$ cat config.mk
export PLATFORM = sky130hd
export DESIGN_NAME = vnt_seq
export DESIGN_NICKNAME = d
export VERILOG_FILES = /design/src/hw/rtl/vnt_pkg.sv /design/src/hw/rtl/vnt_seq.sv
export SDC_FILE = /design/constraint.sdc
export NUM_CORES = 1
export LEC_CHECK = 0
export BUFFER_PORTS_ARGS = -buffer_cell sky130_fd_sc_hd__buf_2
export CORE_AREA = 8 8 120 100
export DETAILED_ROUTE_END_ITERATION = 10
export DIE_AREA = 0 0 128 108
export PLACE_DENSITY_LB_ADDON = 0.1
export SLEW_MARGIN = 25
export SYNTH_ARGS = -nofsm -noshare
export SYNTH_HDL_FRONTEND = slang
export SYNTH_SLANG_ARGS = --single-unit
$ cat constraint.sdc
create_clock -name clk -period 9.2 [get_ports clk]
set_clock_uncertainty 0.05 [all_clocks]
set_input_delay 0 -clock clk [delete_from_list [all_inputs] [get_ports clk]]
set_output_delay 0 -clock clk [all_outputs]
set_load 0.005 [all_outputs]
$ cat src/hw/rtl/vnt_pkg.sv
// shared types and constants for the value noise turbulence core
// used by vnt_mac, vnt_seq and value_noise_turbulence_core
package vnt_pkg;

  localparam int MAX_WIDTH_DEF  = 256;
  localparam int MAX_HEIGHT_DEF = 256;

  localparam int CW    = 9;   // grid coordinate and size width
  localparam int KW    = 3;   // octave log2 width
  localparam int NW    = 15;  // noise fraction width
  localparam int WTW   = 8;   // per-axis weight width
  localparam int ACCW  = 31;  // accumulator width
  localparam int OUTW  = 24;  // result width
  localparam int PAW   = 4;   // config byte address width

  localparam logic [1:0] REG_GRID_WIDTH  = 2'd0;
  localparam logic [1:0] REG_GRID_HEIGHT = 2'd1;
  localparam logic [1:0] REG_START_SIZE  = 2'd2;

  localparam logic [CW-1:0] GRID_WIDTH_RST  = 9'd256;
  localparam logic [CW-1:0] GRID_HEIGHT_RST = 9'd256;
  localparam logic [KW-1:0] START_SIZE_RST  = 3'd6;

  localparam logic REQ_WRITE = 1'b0;
  localparam logic REQ_QUERY = 1'b1;

  typedef struct packed {
    logic          req_type;
    logic [7:0]    pos_x;
    logic [7:0]    pos_y;
    logic [NW-1:0] noise_in;
  } req_t;

  typedef struct packed {
    logic [OUTW-1:0] turbulence;
    logic            was_query;
  } rsp_t;

  typedef struct packed {
    logic clr;
    logic mul_wt;
    logic mul_noise;
    logic accum;
  } mac_ctrl_t;

endpackage

$ cat src/hw/rtl/vnt_seq.sv
// octave sequencer: cell index stepping, corner weights and read addressing
// depends on vnt_pkg
module vnt_seq (
  input  logic                    clk,
  input  logic                    rst_n,
  input  logic                    start,
  input  logic [7:0]              px,
  input  logic [7:0]              py,
  input  logic [vnt_pkg::KW-1:0]  k,
  input  logic [vnt_pkg::CW-1:0]  w,
  input  logic [vnt_pkg::CW-1:0]  h,
  input  logic                    take,
  output logic                    busy,
  output logic                    done,
  output logic [vnt_pkg::CW-1:0]  rd_x,
  output logic [vnt_pkg::CW-1:0]  rd_y,
  output vnt_pkg::mac_ctrl_t      ctrl,
  output logic [vnt_pkg::WTW-1:0] wx,
  output logic [vnt_pkg::WTW-1:0] wy,
  output logic [vnt_pkg::KW-1:0]  k_out,
  output logic [vnt_pkg::KW-1:0]  sh
);

  localparam logic [2:0] ST_IDLE = 3'd0;
  localparam logic [2:0] ST_STEP = 3'd1;
  localparam logic [2:0] ST_RD   = 3'd2;
  localparam logic [2:0] ST_MN   = 3'd3;
  localparam logic [2:0] ST_AC   = 3'd4;
  localparam logic [2:0] ST_FIN  = 3'd5;

  logic [2:0]               state_r, state_nxt;
  logic [3:0]               lvl_r, lvl_nxt;
  logic [1:0]               corner_r, corner_nxt;
  logic [vnt_pkg::CW-1:0]   rx_r, rx_nxt, ry_r, ry_nxt;
  logic [7:0]               px_r, py_r;
  logic [vnt_pkg::KW-1:0]   k_r;
  logic [vnt_pkg::CW-1:0]   w_r, h_r;

  logic [3:0]               lvl_dn;
  logic [vnt_pkg::CW:0]     tx, ty;
  logic [vnt_pkg::CW-1:0]   nx, ny;
  logic [7:0]               one_v, ax, ay, bx, by;

  assign lvl_dn = lvl_r - 4'd1;
  assign tx     = {rx_r, px_r[lvl_dn[2:0]]};
  assign ty     = {ry_r, py_r[lvl_dn[2:0]]};
  assign nx     = (rx_r == '0) ? w_r - 9'd1 : rx_r - 9'd1;
  assign ny     = (ry_r == '0) ? h_r - 9'd1 : ry_r - 9'd1;

  assign one_v = 8'd1 << lvl_r[2:0];
  assign ax    = px_r & (one_v - 8'd1);
  assign ay    = py_r & (one_v - 8'd1);
  assign bx    = one_v - ax;
  assign by    = one_v - ay;

  assign rd_x  = corner_r[0] ? nx : rx_r;
  assign rd_y  = corner_r[1] ? ny : ry_r;
  assign wx    = corner_r[0] ? bx : ax;
  assign wy    = corner_r[1] ? by : ay;
  assign k_out = k_r;
  assign sh    = k_r - lvl_r[2:0];
  assign busy  = (state_r != ST_IDLE);
  assign done  = (state_r == ST_FIN);

  always_comb begin
    state_nxt  = state_r;
    lvl_nxt    = lvl_r;
    corner_nxt = corner_r;
    rx_nxt     = rx_r;
    ry_nxt     = ry_r;
    ctrl       = '0;
    case (state_r)
      ST_IDLE: begin
        if (start) begin
          ctrl.clr  = 1'b1;
          lvl_nxt   = 4'd8;
          rx_nxt    = '0;
          ry_nxt    = '0;
          state_nxt = ST_STEP;
        end
      end
      ST_STEP: begin
        lvl_nxt = lvl_dn;
        rx_nxt  = (tx >= {1'b0, w_r}) ? vnt_pkg::CW'(tx - {1'b0, w_r}) : tx[vnt_pkg::CW-1:0];
        ry_nxt  = (ty >= {1'b0, h_r}) ? vnt_pkg::CW'(ty - {1'b0, h_r}) : ty[vnt_pkg::CW-1:0];
        if (lvl_dn <= {1'b0, k_r}) begin
          corner_nxt = 2'd0;
          state_nxt  = ST_RD;
        end
      end
      ST_RD: begin
        ctrl.mul_wt = 1'b1;
        state_nxt   = ST_MN;
      end
      ST_MN: begin
        ctrl.mul_noise = 1'b1;
        state_nxt      = ST_AC;
      end
      ST_AC: begin
        ctrl.accum = 1'b1;
        corner_nxt = corner_r + 2'd1;
        if (corner_r != 2'd3) begin
          state_nxt = ST_RD;
        end else if (lvl_r == 4'd0) begin
          state_nxt = ST_FIN;
        end else begin
          state_nxt = ST_STEP;
        end
      end
      ST_FIN: begin
        if (take) begin
          state_nxt = ST_IDLE;
        end
      end
      default: begin
        state_nxt = ST_IDLE;
      end
    endcase
  end

  always_ff @(posedge clk) begin
    if (!rst_n) begin
      state_r <= ST_IDLE;
    end else begin
      state_r <= state_nxt;
    end
  end

  always_ff @(posedge clk) begin
    lvl_r    <= lvl_nxt;
    corner_r <= corner_nxt;
    rx_r     <= rx_nxt;
    ry_r     <= ry_nxt;
    if (state_r == ST_IDLE && start) begin
      px_r <= px;
      py_r <= py;
      k_r  <= k;
      w_r  <= w;
      h_r  <= h;
    end
  end

endmodule

==> results of run 1 <==
-- through the flow --
step,hold slack [ns],instance area (um^2),total power [W],std cells
final,0.152,6570,0.00263,851
after global routing,0.208,6570,0.00284,851
after CTS,0.129,6560,0.00261,851
after detailed placement,0.128,5840,0.00220,796
after global placement,0.126,5800,0.00215,795
after floorplan,0.0489,5340,0.00178,591
-- sequential cells by signal, indices dropped and copies added, names as in the netlist --
signal    cells
lvl_r         4
w_r           9
py_r          8
corner_r      2
ry_r          9
h_r           9
k_out         3
px_r          8
rx_r          9
state_r       3
-- power by group --
part | internal (W) | total [W] | switching [W]
logic | 0.000715 | 0.00163 | 0.000912
clock network | 0.000260 | 0.000389 | 0.000129
registers | 0.000454 | 0.000612 | 0.000159
total | 0.00143 | 0.00263 | 0.00120
-- critical path, stage by stage, from the launching register on --
cell and delay (ns):
edfxtp_1 0.64, inv_1 0.16, ha_1 0.44, mux4_2 0.34
mux2i_1 0.29, ha_1 0.25, inv_1 0.07, fa_1 0.40
a21o_1 0.18, a21oi_1 0.26, nor2_1 0.09, o31a_1 0.29
nor2_4 0.28, mux2i_1 0.27, nor2_1 0.06
-- routing by layer --
layer	wire length, um	vias up
met3	1140	18
met4	217	0
met2	7050	205
met1	6460	2352
met5	0	-
li1	-	2409
-- layout make-up --
| class | count | area [um^2] | area share, % |
|---|---|---|---|
| clock buffer | 14 | 274 | 4.17 |
| clock inverter | 2 | 60.1 | 0.914 |
| inverter | 47 | 176 | 2.69 |
| multi-input combinational | 456 | 3130 | 47.6 |
| sequential | 64 | 1890 | 28.8 |
| tap | 140 | 175 | 2.67 |
| timing repair buffer | 128 | 863 | 13.1 |
-- cells by family after synthesis --
family	Yosys count
xor+xnor	23
compound gates	164
mux	27
flops	64
buf+inv	71
simple gates	207
fa+ha+maj	35
-- cells in the mapped netlist (all sizes together), types with 4 or more instances --
cell and instances:
a22oi 6, or3 5, mux2i 20, o211ai 5, nor3 16, and4 4, inv 46, o21ai 35
nand3 11, xnor2 18, or2 4, a21o 8, a41oi 5, nand2 55, clkbuf 15, a31oi 9
a21oi 44, nor2b 14, mux4 4, nor4 4, a211oi 8, o22ai 16, buf 9, edfxtp 61
ha 32, o21a 4, xor2 5, nor2 71, nand4 6
-- worst max-delay path by stage --
stage / from / endpoint / slack (ns) / depth (start not counted)
after global routing: lvl_r[0]$_SDFFCE_PN0P_ / ry_r[4]$_SDFFCE_PN0P_ / 4.58 / 14
final: lvl_r[0]$_SDFFCE_PN0P_ / ry_r[5]$_SDFFCE_PN0P_ / 4.85 / 14
after CTS: lvl_r[0]$_SDFFCE_PN0P_ / ry_r[5]$_SDFFCE_PN0P_ / 4.86 / 14
after global placement: lvl_r[0]$_SDFFCE_PN0P_ / ry_r[2]$_SDFFCE_PN0P_ / 5.11 / 14
after floorplan: lvl_r[0]$_SDFFCE_PN0P_ / rx_r[7]$_SDFFCE_PN0P_ / 5.33 / 15
after detailed placement: lvl_r[0]$_SDFFCE_PN0P_ / ry_r[6]$_SDFFCE_PN0P_ / 4.90 / 14
==> results_dict.tcl, run 1 <==
set metrics [dict create \
    synth_compound_area_share_pct 20.5 \
    hold_viol_final 0 \
    grt_util_met2_pct 36.0 \
    mostFrequentLayoutCell "buf_2" \
    fin_crit_sh_pct 47.2 \
    max_cap_violations 0 \
    setup_tns_ns 0 \
    place_ws_ns 4.90 \
    htree_levels 3 \
    vias 4984 \
    die_h_um 108 \
    regToRegEndpoint "ry_r[5]$_SDFFCE_PN0P_" \
    syn_avg_cell_area_um2 9.03 \
    synthXorXnorAreaFrac_pct 3.77 \
    min_path_cells 5 \
    drt_iter0_drc 481 \
    start_util_pct 53.4 \
    p_leak_nw 2.77 \
    rows 33 \
    core_mm2 0.00999 \
    die_x_um 128 \
    cp-start-kind "flip-flop" \
    die_area_mm2 0.0138 \
    ys_async_sr_fraction_pct 0 \
    pin_count 87 \
    layout_common_cells "buf_2, nor2_1, edfxtp_1" \
    wl_um 14900 \
    synthTopCellsByArea "edfxtp_1, ha_1, nor2_1" \
    worst_slack_ns 4.85 \
    synth_cell_type_count 80 \
    worstSetupPathType "flip-flop to flip-flop" \
    slew_violations 0 \
    finish.utilization_pct 65.7 \
    gr-max-usage-layer "met2" \
    r2r_cells 14 \
    ys_warn_count 0 \
    tightestPinTransition_ns 0.920 \
    wl_per_cell_um 17.5 \
    hp-class "input pin to flip-flop" \
    ys_seq_elements 64 \
    cts_setup_buffers 0 \
    syn_area_mm2 0.00534 \
    yosysTopAreaCell "edfxtp_1" \
    ant_nets 0 \
    cts_tree "built" \
    gp_congestion 0.896 \
    synth_fa_ha_area_share_pct 8.62 \
    grt_pass1_vias 4836 \
    synth_top_family_by_area "compound AO/OA/AOI/OAI gates" \
    rrSetupSlack_ns 4.85 \
    drc 0 \
    period_minus_slack_ns 4.35 \
    clk_path_buf_depth 2 \
    grt.total_usage_pct 21.5 \
    synth_top_area_share_pct 34.3 \
    cts_root_buf "clkbuf_16" \
    clock-sinks 64 \
    ctsHoldBuffers 39 \
    gr-total-overflow 0 \
    synth_edf_count 61 \
    status "completed" \
    syn-instance-count 591 \
    first_pass_iters 5 \
    fin_nets 782 \
    rsz0062_at_grt "no" \
    power_density_mw_per_mm2 400 \
    muxShareOfSynthArea_pct 6.07 \
    setup_viol 0 \
    r2r-start "lvl_r[0]$_SDFFCE_PN0P_" \
    portBuffers 86 \
    worstSetupEndpointType "flip-flop" \
    hpwl_um 10800 \
    post_cts_resized 0 \
    worstHoldStart "start" \
    grt_first_pass_wirelength_um 23800 \
    grt_max_degree 41 \
    numCtsBuffers 9 \
    use_met1_pct 26.6 \
    antenna_found_initial 0 \
    worstPathRequired_ns 9.21 \
    grt_use_met3_pct 6.00 \
    syn_to_final_growth_pct 23.0 \
    syn_nets 667 \
    drive_above_1_share_pct 19.0 \
    relSlewSlack_pct 38.7 \
    path_clk_slew_ns 0.06 \
    crit_arrival_ns 4.36 \
    worstPathMaxFanout 11 \
    synthSimpleGateAreaFrac_pct 19.1 \
    clock_latency_ns 0.33 \
    synth_ff_type "edfxtp_1" \
    diodes 0 \
    fill_cells 855 \
    viasPerCell 5.86 \
    yosysSeqAreaShare_pct 35.4 \
    ir_worst_vdd_mv 0.183 \
    hold_path_end "state_r[0]$_SDFFE_PN0P_" \
    max_clock_freq_mhz 230 \
]
(Power assumes the default switching activity.)
==> inputs of run 2 (changes only) <==
- CORE_AREA: 8 8 120 100 -> 8 8 123 102
- DIE_AREA: 0 0 128 108 -> 0 0 131 110
- clock period: 9.2 -> 3.81 ns (I/O delays scaled with it)
==> results_dict.tcl, run 2 (same netlist as run 1, synthesis figures left out) <==
set metrics [dict create \
    clock-sinks 64 \
    antenna_found_initial 0 \
    cp-start-kind "flip-flop" \
    wl_um 14500 \
    gr-total-overflow 0 \
    design_area_mm2 0.00664 \
    wl_per_cell_um 16.7 \
    tightestPinTransition_ns 0.815 \
    grt_use_met3_pct 3.80 \
    worstPathRequired_ns 3.83 \
    core_mm2 0.0106 \
    mostFrequentLayoutCell "buf_2" \
    numCtsBuffers 9 \
    period_minus_slack_ns 3.62 \
    clock_latency_ns 0.33 \
    cts_tree "built" \
    hpwl_um 10600 \
    grt_util_met2_pct 34.6 \
    die_area_mm2 0.0144 \
    max_clock_freq_mhz 276 \
    ant_nets 0 \
    grt_pass1_vias 4865 \
    portBuffers 86 \
    p_leak_nw 2.80 \
    clk_path_buf_depth 2 \
    slew_violations 0 \
    grt_max_degree 31 \
    start_util_pct 50.4 \
    gr-max-usage-layer "met2" \
    vias 4967 \
    diodes 0 \
    setup_tns_ns 0 \
    drt_iter0_drc 474 \
    path_clk_slew_ns 0.05 \
    hold_viol_final 0 \
    fin_nets 797 \
    drive_above_1_share_pct 21.5 \
    fin_crit_sh_pct 95.0 \
    cts_root_buf "clkbuf_16" \
    viasPerCell 5.71 \
    fin_cells 870 \
    grt.total_usage_pct 20.7 \
    crit_arrival_ns 3.64 \
    die_h_um 110 \
    worstSetupPathType "flip-flop to flip-flop" \
    worstPathMaxFanout 10 \
    max_cap_violations 0 \
    worstSetupEndpointType "flip-flop" \
    status "completed" \
    power_density_mw_per_mm2 955 \
    setup_viol 0 \
    ir_worst_vdd_mv 0.506 \
    first_pass_iters 5 \
    syn_to_final_growth_pct 24.4 \
    gp_congestion 0.885 \
    whs_ns 0.149 \
    finish.utilization_pct 62.7 \
    dpl-instance-area_mm2 0.00591 \
    htree_levels 3 \
    dp.cells 811 \
    pin_count 87 \
    hp-class "input pin to flip-flop" \
    rows 34 \
    grt_first_pass_wirelength_um 23600 \
    use_met1_pct 26.4 \
    die_x_um 131 \
    drc 0 \
    relSlewSlack_pct 45.5 \
    layout_common_cells "buf_2, nor2_1, edfxtp_1" \
]
==> run 2: path summary, 6_finish.rpt <==
check	to	depth (start not counted)	slack, ns	from
worst max-delay path	ry_r[3]$_SDFFCE_PN0P_	14	0.19	lvl_r[0]$_SDFFCE_PN0P_
worst min-delay path	state_r[0]$_SDFFE_PN0P_	5	0.15	start
worst max register to register	ry_r[3]$_SDFFCE_PN0P_	14	0.19	lvl_r[0]$_SDFFCE_PN0P_
worst min register to register	state_r[0]$_SDFFE_PN0P_	1	0.53	state_r[0]$_SDFFE_PN0P_
==> run 2: power by group <==
part / internal (W) / total, W / switching, W
Sequential: 0.00110 / 0.00141 / 0.000319
Combinational: 0.00187 / 0.00417 / 0.00230
Clock: 0.000454 / 0.000755 / 0.000302
==> run 2: what timing repair did <==
action,CTS,global route
setup endpoints to repair,0,17
setup buffers,0,4
endpoints found under the hold margin,40,0
hold buffers,39,0
resized for setup,0,10
==> run 2: critical path, stage by stage, from the launching register on <==
cell and delay, ns:
edfxtp_1 0.37, buf_6 0.17, mux4_2 0.52, mux2i_1 0.30
ha_1 0.24, inv_1 0.06, fa_1 0.40, a21o_1 0.18
a21oi_1 0.18, nor2_1 0.08, o31a_1 0.28, nor2_4 0.14
buf_12 0.14, mux2i_1 0.20, nor2_1 0.05
==> run 2: area by class of cell <==
class | instances | area (um^2)
fillers | 896 | 3950
multi-input cells | 456 | 3160
flip-flops and latches | 64 | 1890
repair buffers | 143 | 972
clock buffers | 12 | 246
well taps | 144 | 180
inverters | 47 | 176
clock inverters | 4 | 21.3
==> run 2: per-stage QoR <==
stage,total power [W],setup WS (ns)
finish,0.00634,0.189
floorplan,0.00429,0.0920
CTS,0.00621,0.0730
global placement,0.00529,0.202
detailed placement,0.00538,0.0859
global route,0.00690,-0.0115
==> run 2: routing by layer <==
metal	share of wire [%]	up-vias
met4	1.6	0
met3	6.7	27
met1	45	2303
li1	-	2441
met5	0	-
met2	47	196
