===== config.mk =====
export PLATFORM = sky130hd
export DESIGN_NAME = vnt_mac
export DESIGN_NICKNAME = d
export VERILOG_FILES = /design/src/hw/rtl/vnt_pkg.sv /design/src/hw/rtl/vnt_mac.sv
export SDC_FILE = /design/constraint.sdc
export NUM_CORES = 1
export LEC_CHECK = 0
export BUFFER_PORTS_ARGS = -buffer_cell sky130_fd_sc_hd__buf_2
export CAP_MARGIN = 15
export CORE_MARGIN = 3
export CORE_UTILIZATION = 45
export DETAILED_ROUTE_END_ITERATION = 12
export GPL_TIMING_DRIVEN = 0
export SLEW_MARGIN = 20
export SYNTH_ARGS = -nofsm -noshare
export SYNTH_HDL_FRONTEND = slang
export SYNTH_SLANG_ARGS = --single-unit
export TNS_END_PERCENT = 5

===== constraint.sdc =====
create_clock -name clk -period 8.7 [get_ports clk]
set_clock_uncertainty 0.2 [all_clocks]
set_input_delay 0.87 -clock clk [delete_from_list [all_inputs] [get_ports clk]]
set_output_delay 0.87 -clock clk [all_outputs]
set_load 0.01 [all_outputs]

===== src/hw/rtl/vnt_pkg.sv =====
// shared types and constants for the value noise turbulence core
// used by vnt_mac, vnt_seq and value_noise_turbulence_core
package vnt_pkg;

  localparam int MAX_WIDTH_DEF  = 256;
  localparam int MAX_HEIGHT_DEF = 256;

  localparam int CW    = 9;   // grid coordinate and size width
  localparam int KW    = 3;   // octave log2 width
  localparam int NW    = 15;  // noise fraction width
  localparam int WTW   = 8;   // per-axis weight width
  localparam int ACCW  = 31;  // accumulator width
  localparam int OUTW  = 24;  // result width
  localparam int PAW   = 4;   // config byte address width

  localparam logic [1:0] REG_GRID_WIDTH  = 2'd0;
  localparam logic [1:0] REG_GRID_HEIGHT = 2'd1;
  localparam logic [1:0] REG_START_SIZE  = 2'd2;

  localparam logic [CW-1:0] GRID_WIDTH_RST  = 9'd256;
  localparam logic [CW-1:0] GRID_HEIGHT_RST = 9'd256;
  localparam logic [KW-1:0] START_SIZE_RST  = 3'd6;

  localparam logic REQ_WRITE = 1'b0;
  localparam logic REQ_QUERY = 1'b1;

  typedef struct packed {
    logic          req_type;
    logic [7:0]    pos_x;
    logic [7:0]    pos_y;
    logic [NW-1:0] noise_in;
  } req_t;

  typedef struct packed {
    logic [OUTW-1:0] turbulence;
    logic            was_query;
  } rsp_t;

  typedef struct packed {
    logic clr;
    logic mul_wt;
    logic mul_noise;
    logic accum;
  } mac_ctrl_t;

endpackage


===== src/hw/rtl/vnt_mac.sv =====
// shared multiplier and accumulator with final output scaling
// depends on vnt_pkg
module vnt_mac (
  input  logic                     clk,
  input  vnt_pkg::mac_ctrl_t       ctrl,
  input  logic [vnt_pkg::WTW-1:0]  wx,
  input  logic [vnt_pkg::WTW-1:0]  wy,
  input  logic [vnt_pkg::NW-1:0]   noise,
  input  logic [vnt_pkg::KW-1:0]   k,
  input  logic [vnt_pkg::KW-1:0]   sh,
  output logic [vnt_pkg::OUTW-1:0] result
);

  logic [15:0]                mul_a;
  logic [15:0]                mul_b;
  logic [31:0]                mul_p;
  logic [29:0]                prod_r;
  logic [vnt_pkg::ACCW-1:0]   acc_r;
  logic [vnt_pkg::ACCW-1:0]   term;
  logic [3:0]                 twok;
  logic [vnt_pkg::ACCW+7:0]   acc_ext;

  always_comb begin
    if (ctrl.mul_noise) begin
      mul_a = prod_r[15:0];
      mul_b = {1'b0, noise};
    end else begin
      mul_a = {8'd0, wx};
      mul_b = {8'd0, wy};
    end
  end

  assign mul_p = mul_a * mul_b;
  assign term  = vnt_pkg::ACCW'(prod_r) << sh;

  always_ff @(posedge clk) begin
    if (ctrl.mul_wt || ctrl.mul_noise) begin
      prod_r <= mul_p[29:0];
    end
    if (ctrl.clr) begin
      acc_r <= '0;
    end else if (ctrl.accum) begin
      acc_r <= acc_r + term;
    end
  end

  assign twok    = {k, 1'b0};
  assign acc_ext = (vnt_pkg::ACCW+8)'(acc_r);

  always_comb begin
    if (twok >= 4'd8) begin
      result = vnt_pkg::OUTW'(acc_ext >> (twok - 4'd8));
    end else begin
      result = vnt_pkg::OUTW'(acc_ext << (4'd8 - twok));
    end
  end

endmodule


==> results of run 1 <==
-- through the flow --
step,std cells,utilization (%),hold slack (ps)
detailed placement,2124,48.41,348.5
finish,2140,49.34,347.1
global placement,2124,48.41,322.7
floorplan,1673,-,295.6
CTS,2140,49.24,358.3
global route,2140,49.34,387.5
-- kinds of logic (layout without fill, tap and decap cells) --
logic type	Yosys count	after routing
simple gates	520	520
buf+inv	326	397
compound gates	305	305
fa+ha+maj	303	303
mux	109	109
flops	61	61
xor+xnor	49	49
-- per-layer routing --
metal	routed length (um)	global-route usage, %
met2	20740	45.95
met3	2459	3.292
met1	17670	32.31
met4	1489	9.537
met5	0	0
-- placed cells by master (no fill, tap or decap), types with 37 or more instances in the layout --
cell type	netlist	final
clkbuf_1	84	86
nand2_1	145	145
xnor2_1	37	37
nor2_1	156	156
fa_1	180	180
o21ai_0	71	71
mux2i_1	57	51
a21oi_1	81	81
ha_1	123	123
buf_2	2	57
inv_1	231	231
and3_1	97	97
-- path summary, 6_finish.rpt --
path                                              end  slack, ps  cells after the start
worst max register to register   prod_r[28]$_DFFE_PP_        950                     22
worst min-delay path            acc_r[1]$_SDFFE_PP0P_        350                      2
worst max-delay path             prod_r[28]$_DFFE_PP_        480                     23
worst min register to register  acc_r[1]$_SDFFE_PP0P_        350                      2
-- timing repair --
| item | in CTS | in global routing |
|---|---|---|
| setup buffers | 0 | 0 |
| gates resized for setup | 0 | 10 |
| hold buffers | 0 | 0 |
| setup endpoints to repair | 0 | 5 |
-- state kept, by name (all words and copies together) (netlist names) --
signal and flops:
prod_r 30, acc_r 31
-- tightest hold or removal path: cells and delay by family, from the launching register on --
family          cells  cell delay [ps]
flops               1              340
simple gates        1              100
compound gates      1               50
-- final cells by class --
class / instances / area (um^2) / area share, %
Buffer: 95 / 366.6 / 2.410
Clock buffer: 13 / 240.2 / 1.579
Clock inverter: 3 / 15.01 / 0.09871
Inverter: 231 / 867.1 / 5.700
Multi-Input combinational cell: 1286 / 11430 / 75.14
Sequential cell: 61 / 1521 / 10.00
Tap cell: 396 / 495.5 / 3.257
Timing Repair Buffer: 55 / 275.3 / 1.810
==> run_summary.xml, run 1 <==
<?xml version="1.0" encoding="UTF-8"?>
<metrics>
  <group name="floorplanning">
    <metric name="pin_count" unit="">66</metric>
    <metric name="height_of_the_chip" unit="um">183.4</metric>
    <metric name="effective_utilization_at_floorplan" unit="%">45.91</metric>
    <metric name="fp.dieArea" unit="um^2">33620</metric>
    <metric name="std_cell_rows" unit="">64</metric>
    <metric name="placeableCoreArea" unit="um^2">30830</metric>
    <metric name="die_width" unit="um">183.4</metric>
  </group>
  <group name="drt">
    <metric name="vias_per_cell" unit="">5.754</metric>
    <metric name="route.detailed.drc" unit="">0</metric>
    <metric name="vias" unit="">12310</metric>
    <metric name="post_dr_wirelength_cell" unit="um">19.79</metric>
    <metric name="final_antenna_net_count" unit="">0</metric>
    <metric name="drt_iter0_markers" unit="">871</metric>
    <metric name="drt_pre_antenna_iters" unit="">5</metric>
    <metric name="routed_wirelength" unit="um">42360</metric>
  </group>
  <group name="global_route">
    <metric name="grt.overflow.total" unit="">0</metric>
    <metric name="track_usage" unit="%">25.86</metric>
    <metric name="antenna_found_initial" unit="">0</metric>
    <metric name="first_global_vias" unit="">12930</metric>
    <metric name="grt_start_max_net_pins" unit="">31</metric>
    <metric name="wire_length_of_the_first_global_routing_pass" unit="um">68820</metric>
  </group>
  <group name="clock_network">
    <metric name="cts_inserted_buffers" unit="">9</metric>
    <metric name="h-tree-depth" unit="">3</metric>
    <metric name="clk_path_buf_depth" unit="">2</metric>
    <metric name="library_cell_used_as_clock_root_buffer" unit="">clkbuf_16</metric>
    <metric name="cts_tree" unit="">built</metric>
    <metric name="clock_insertion_delay_at_the_later_pin_of_the_skew_report" unit="ps">350</metric>
    <metric name="cts.clk_slew.worst_paths" unit="ps">50</metric>
    <metric name="cts.sink_count" unit="">61</metric>
  </group>
  <group name="final_layout">
    <metric name="area_growth_syn_to_layout" unit="%">7.460</metric>
    <metric name="post_route_cells_drive_above_1_share" unit="%">9.289</metric>
    <metric name="insertedDiodeCount" unit="">0</metric>
    <metric name="final_net_count" unit="">2084</metric>
    <metric name="final_design_area_no_fill" unit="um^2">15210</metric>
    <metric name="fill_cells" unit="">3041</metric>
  </group>
  <group name="worst_hold_path">
    <metric name="min_from" unit="">acc_r[1]$_SDFFE_PP0P_</metric>
    <metric name="worstHoldPathType" unit="">flop to flop</metric>
  </group>
  <group name="sta">
    <metric name="setup_total_negative_slack" unit="ps">0</metric>
    <metric name="max-slew-margin-rel" unit="%">39.07</metric>
    <metric name="final_period_minus_worst_setup_slack" unit="ps">8216</metric>
    <metric name="fin_ws" unit="ps">484.0</metric>
    <metric name="final_min_period_over_clock_period" unit="%">94.44</metric>
    <metric name="finalMaxSlewViolations" unit="">0</metric>
    <metric name="worstMarginPinSlew" unit="ps">888.6</metric>
    <metric name="timing.fmax" unit="GHz">0.1217</metric>
    <metric name="rsz0062_at_grt" unit="">no</metric>
    <metric name="report.final.setup_viol" unit="">0</metric>
    <metric name="timing_hold_violations_final" unit="">0</metric>
  </group>
  <group name="yosys">
    <metric name="synth_enable_flop_cells" unit="">30</metric>
    <metric name="synth_area_leaders" unit="">fa_1 (25%), ha_1 (11%), edfxtp_1 (6.4%), inv_1 (6.1%), dfxtp_1 (4.4%)</metric>
    <metric name="synth.ff_latch_count" unit="">61</metric>
    <metric name="post_synth_top_area_cell" unit="">fa_1</metric>
    <metric name="avgSynthCellArea" unit="um^2">8.461</metric>
    <metric name="ys.flop_type" unit="">dfxtp_1</metric>
    <metric name="muxShareOfSynthArea" unit="%">9.759</metric>
    <metric name="area_fraction_in_and_or_nand_and_nor_cells_after_synthesis" unit="%">17.56</metric>
    <metric name="synthXorXnorAreaFrac" unit="%">3.032</metric>
    <metric name="syn-instance-count" unit="">1673</metric>
    <metric name="synth.top_cell.area_share" unit="%">25.46</metric>
    <metric name="synth_compound_area_share" unit="%">13.88</metric>
    <metric name="synth.cells.most_frequent" unit="">inv_1 (231), fa_1 (180), nor2_1 (156)</metric>
    <metric name="post_synth_instance_area" unit="um^2">14150</metric>
    <metric name="synth_top_family_by_area" unit="">adder cells</metric>
    <metric name="yosys.area_share.adder" unit="%">36.33</metric>
    <metric name="number_of_nets_produced_by_synthesis" unit="">2018</metric>
    <metric name="synth-seq-area-share" unit="%">10.75</metric>
    <metric name="synth.yosys.warnings" unit="">0</metric>
    <metric name="yosysUniqueCellTypes" unit="">74</metric>
    <metric name="yosysMostFrequentCell" unit="">inv_1</metric>
    <metric name="async_flop_share" unit="%">0</metric>
  </group>
  <group name="critical_path">
    <metric name="worst-endpoint-required" unit="ps">8580</metric>
    <metric name="cp.buffers_inverters" unit="">5</metric>
    <metric name="critPathMaxFanout" unit="">10</metric>
    <metric name="path_class" unit="">input port to flop</metric>
    <metric name="worstSetupStartpoint" unit="">ctrl[1]</metric>
    <metric name="crit_path_frequent_cell" unit="">fa_1</metric>
    <metric name="worstReg2RegStart" unit="">prod_r[7]$_DFFE_PP_</metric>
    <metric name="worstPathCellList" unit="">clkbuf_2 &gt; clkbuf_1 &gt; mux2i_1 &gt; or2_2 &gt; fa_1 &gt; fa_1 &gt; fa_1 &gt; inv_1 &gt; fa_1 &gt; fa_1 &gt; inv_1 &gt; fa_1 &gt; inv_1 &gt; ha_1 &gt; and4_1 &gt; nand3_1 &gt; nand3b_1 &gt; a211oi_1 &gt; nor2_2 &gt; o31ai_1 &gt; a311o_1 &gt; a21oi_2 &gt; xnor2_1</metric>
    <metric name="delay_heaviest_family_cp" unit="">adder cells</metric>
    <metric name="crit_path_start_kind" unit="">input port</metric>
    <metric name="critPathMaxStageDelay" unit="ps">590</metric>
    <metric name="critPathSlowestCell" unit="">fa_1</metric>
    <metric name="worst-endpoint-arrival" unit="ps">8100</metric>
    <metric name="endpoint_kind_of_the_worst_setup_timing_path" unit="">flop</metric>
  </group>
  <group name="job">
    <metric name="cap_violations" unit="">0</metric>
  </group>
  <group name="placement">
    <metric name="post_dp_hpwl" unit="um">35100</metric>
    <metric name="pre_cts_ws" unit="ps">-291.6</metric>
    <metric name="numPortBuffers" unit="">55</metric>
    <metric name="dpl_cell_area" unit="um^2">14930</metric>
    <metric name="place_congestion" unit="">0.9313</metric>
  </group>
  <group name="run_status">
    <metric name="outcome" unit="">finished, final reports clean</metric>
  </group>
</metrics>
Power of run 1 is left out: the tool's default activity adds up to more than one toggle a clock period on the data nets, which glitch-free logic cannot reach.
==> run 2, diff against run 1 <==
--- a/config.mk
+++ b/config.mk
@@ -9,6 +9,7 @@
 export CAP_MARGIN = 15
 export CORE_MARGIN = 3
 export CORE_UTILIZATION = 45
+export CTS_BUF_LIST = sky130_fd_sc_hd__clkbuf_8
 export DETAILED_ROUTE_END_ITERATION = 12
 export GPL_TIMING_DRIVEN = 0
 export SLEW_MARGIN = 20
==> run 2 against run 1 <==
Compared with the run above: non-clock buffer count unchanged; clock-buffer cell count down 4; die area unchanged; global-route usage about the same; final area down 0.67%; largest cell class unchanged; setup slack better by 45 ps; via count up 0.31%; fmax up 0.55%; sequential cell count unchanged; final cell count unchanged; critical path depth unchanged; sequential share of layout area up 0.067 points.
==> run_summary.xml, run 2 (same netlist as run 1, synthesis figures left out) <==
<?xml version="1.0" encoding="UTF-8"?>
<metrics>
  <group name="global_route">
    <metric name="track_usage" unit="%">25.89</metric>
    <metric name="grt.busiest_layer" unit="">met2</metric>
    <metric name="grt.overflow.total" unit="">0</metric>
    <metric name="global_route.usage.met3" unit="%">3.352</metric>
    <metric name="gr-usage-met1" unit="%">32.31</metric>
    <metric name="first_global_vias" unit="">12910</metric>
    <metric name="grt_start_max_net_pins" unit="">31</metric>
    <metric name="grtUsageMet2" unit="%">45.93</metric>
    <metric name="antenna_found_initial" unit="">0</metric>
    <metric name="wire_length_of_the_first_global_routing_pass" unit="um">68790</metric>
  </group>
  <group name="sta">
    <metric name="finalMaxSlewViolations" unit="">0</metric>
    <metric name="report.final.setup_viol" unit="">0</metric>
    <metric name="setup_total_negative_slack" unit="ps">0</metric>
    <metric name="final_period_minus_worst_setup_slack" unit="ps">8171</metric>
    <metric name="worstMarginPinSlew" unit="ps">957.8</metric>
    <metric name="max-slew-margin-rel" unit="%">36.15</metric>
    <metric name="final_min_period_over_clock_period" unit="%">93.92</metric>
    <metric name="rsz0062_at_grt" unit="">no</metric>
    <metric name="timing.fmax" unit="GHz">0.1224</metric>
    <metric name="timing_hold_violations_final" unit="">0</metric>
  </group>
  <group name="drt">
    <metric name="drt_iter0_markers" unit="">942</metric>
    <metric name="post_dr_wirelength_cell" unit="um">19.76</metric>
    <metric name="drt_pre_antenna_iters" unit="">5</metric>
    <metric name="final_antenna_net_count" unit="">0</metric>
    <metric name="routed_wirelength" unit="um">42300</metric>
    <metric name="route.detailed.drc" unit="">0</metric>
    <metric name="vias_per_cell" unit="">5.772</metric>
    <metric name="vias" unit="">12350</metric>
  </group>
  <group name="final_layout">
    <metric name="final_common_cell" unit="">inv_1</metric>
    <metric name="insertedDiodeCount" unit="">0</metric>
    <metric name="fill_cells" unit="">3050</metric>
    <metric name="area_growth_syn_to_layout" unit="%">6.745</metric>
    <metric name="most_flops_register" unit="">acc_r</metric>
    <metric name="largest_register_ffs" unit="">31</metric>
    <metric name="final_net_count" unit="">2084</metric>
    <metric name="post_route_cells_drive_above_1_share" unit="%">9.289</metric>
    <metric name="final_cell_mix" unit="">inv_1 (235), fa_1 (180), nor2_1 (156)</metric>
    <metric name="layout_top_registers" unit="">acc_r x31, prod_r x30</metric>
    <metric name="utilization" unit="%">49.01</metric>
  </group>
  <group name="critical_path">
    <metric name="worstPathCellList" unit="">clkbuf_2 &gt; clkbuf_1 &gt; mux2i_1 &gt; or2_2 &gt; fa_1 &gt; fa_1 &gt; fa_1 &gt; inv_1 &gt; fa_1 &gt; fa_1 &gt; inv_1 &gt; fa_1 &gt; inv_1 &gt; ha_1 &gt; and4_1 &gt; nand3_1 &gt; nand3b_1 &gt; a211oi_1 &gt; nor2_2 &gt; o31ai_1 &gt; a311o_1 &gt; a21oi_2 &gt; xnor2_1</metric>
    <metric name="worst-endpoint-required" unit="ps">8610</metric>
    <metric name="crit_path_frequent_cell" unit="">fa_1</metric>
    <metric name="critPathSlowestCell" unit="">fa_1</metric>
    <metric name="endpoint_kind_of_the_worst_setup_timing_path" unit="">flop</metric>
    <metric name="critPathMaxStageDelay" unit="ps">590</metric>
    <metric name="crit_path_start_kind" unit="">input port</metric>
    <metric name="cp.buffers_inverters" unit="">5</metric>
    <metric name="delay_heaviest_family_cp" unit="">adder cells</metric>
    <metric name="worst-endpoint-arrival" unit="ps">8080</metric>
    <metric name="path_class" unit="">input port to flop</metric>
    <metric name="critPathMaxFanout" unit="">10</metric>
  </group>
  <group name="clock_network">
    <metric name="hold_bufs_inserted_after_cts" unit="">0</metric>
    <metric name="clock_insertion_delay_at_the_later_pin_of_the_skew_report" unit="ps">370</metric>
    <metric name="h-tree-depth" unit="">3</metric>
    <metric name="clk_path_buf_depth" unit="">2</metric>
    <metric name="cts.clk_slew.worst_paths" unit="ps">60</metric>
    <metric name="cts_inserted_buffers" unit="">9</metric>
    <metric name="cts.sink_count" unit="">61</metric>
    <metric name="library_cell_used_as_clock_root_buffer" unit="">clkbuf_8</metric>
    <metric name="cts_tree" unit="">built</metric>
  </group>
  <group name="floorplanning">
    <metric name="std_cell_rows" unit="">64</metric>
    <metric name="pin_count" unit="">66</metric>
    <metric name="placeableCoreArea" unit="um^2">30830</metric>
    <metric name="effective_utilization_at_floorplan" unit="%">45.91</metric>
    <metric name="die_width" unit="um">183.4</metric>
    <metric name="height_of_the_chip" unit="um">183.4</metric>
    <metric name="fp.dieArea" unit="um^2">33620</metric>
  </group>
  <group name="placement">
    <metric name="place_congestion" unit="">0.9313</metric>
    <metric name="post_dp_hpwl" unit="um">35100</metric>
    <metric name="numPortBuffers" unit="">55</metric>
  </group>
  <group name="run_status">
    <metric name="outcome" unit="">finished, final reports clean</metric>
  </group>
  <group name="job">
    <metric name="cap_violations" unit="">0</metric>
  </group>
  <group name="worst_hold_path">
    <metric name="worstHoldPathType" unit="">flop to flop</metric>
  </group>
</metrics>
[run 2: cell count changes in the layout (fill, tap and decap cells not counted)]
| cell | change |
|---|---|
| clkbuf_8 | +9 |
| clkbuf_16 | -9 |
| inv_1 | +4 |
| clkbuf_1 | -4 |
[run 2: cell type report]
cell class / instances / area (um^2) / area share (%)
multi-input cells: 1286 / 11430 / 75.65
plain buffers: 95 / 366.6 / 2.426
inverters: 231 / 867.1 / 5.739
well taps: 396 / 495.5 / 3.279
clock buffers: 9 / 123.9 / 0.8198
repair buffers: 55 / 275.3 / 1.822
clock inverters: 7 / 30.03 / 0.1987
flip-flops and latches: 61 / 1521 / 10.07
[run 2: metal layers]
| metal | part of all wire [%] | vias up |
|---|---|---|
| met2 | 49 | 437 |
| met4 | 3.8 | 0 |
| met5 | 0 | - |
| met3 | 6.1 | 86 |
| li1 | - | 5759 |
| met1 | 41 | 6070 |
[run 2: what timing repair did]
action / 4_1_cts / 5_1_grt
gates resized for setup: 0 / 10
endpoints found under the setup margin: 0 / 4
buffers inserted: 0 / 0
[run 2: path summary, 6_finish.rpt]
check	startpoint	cells after the start	to	slack, ps
max	ctrl[1]	23	prod_r[28]$_DFFE_PP_	530
min	acc_r[1]$_SDFFE_PP0P_	2	acc_r[1]$_SDFFE_PP0P_	350
max reg2reg	prod_r[7]$_DFFE_PP_	22	prod_r[28]$_DFFE_PP_	910
min reg2reg	acc_r[1]$_SDFFE_PP0P_	2	acc_r[1]$_SDFFE_PP0P_	350
[run 2: per-stage QoR]
step / cells / instance area, um^2 / setup slack (ps) / hold WS, ps
floorplan: 1673 / 14150 / 907.1 / 295.6
global placement: 2124 / 14930 / -221.8 / 322.7
detailed placement: 2124 / 14930 / -291.6 / 348.5
CTS: 2140 / 15080 / 94.35 / 360.3
global route: 2140 / 15110 / 208.7 / 390.0
finish: 2140 / 15110 / 528.7 / 349.8
[run 2: worst register-to-register path, cell delays in order, from the launching register on]
cell	delay, ps
edfxtp_1	340
clkbuf_1	620
mux2i_2	340
or2_2	390
fa_1	590
fa_1	470
fa_1	560
inv_1	50
fa_1	450
fa_1	500
inv_1	50
fa_1	480
inv_1	40
ha_1	350
and4_1	260
nand3_1	120
nand3b_1	250
a211oi_1	450
nor2_2	110
o31ai_1	460
a311o_1	270
a21oi_2	60
xnor2_1	130
Power of run 2 is left out for the same reason.
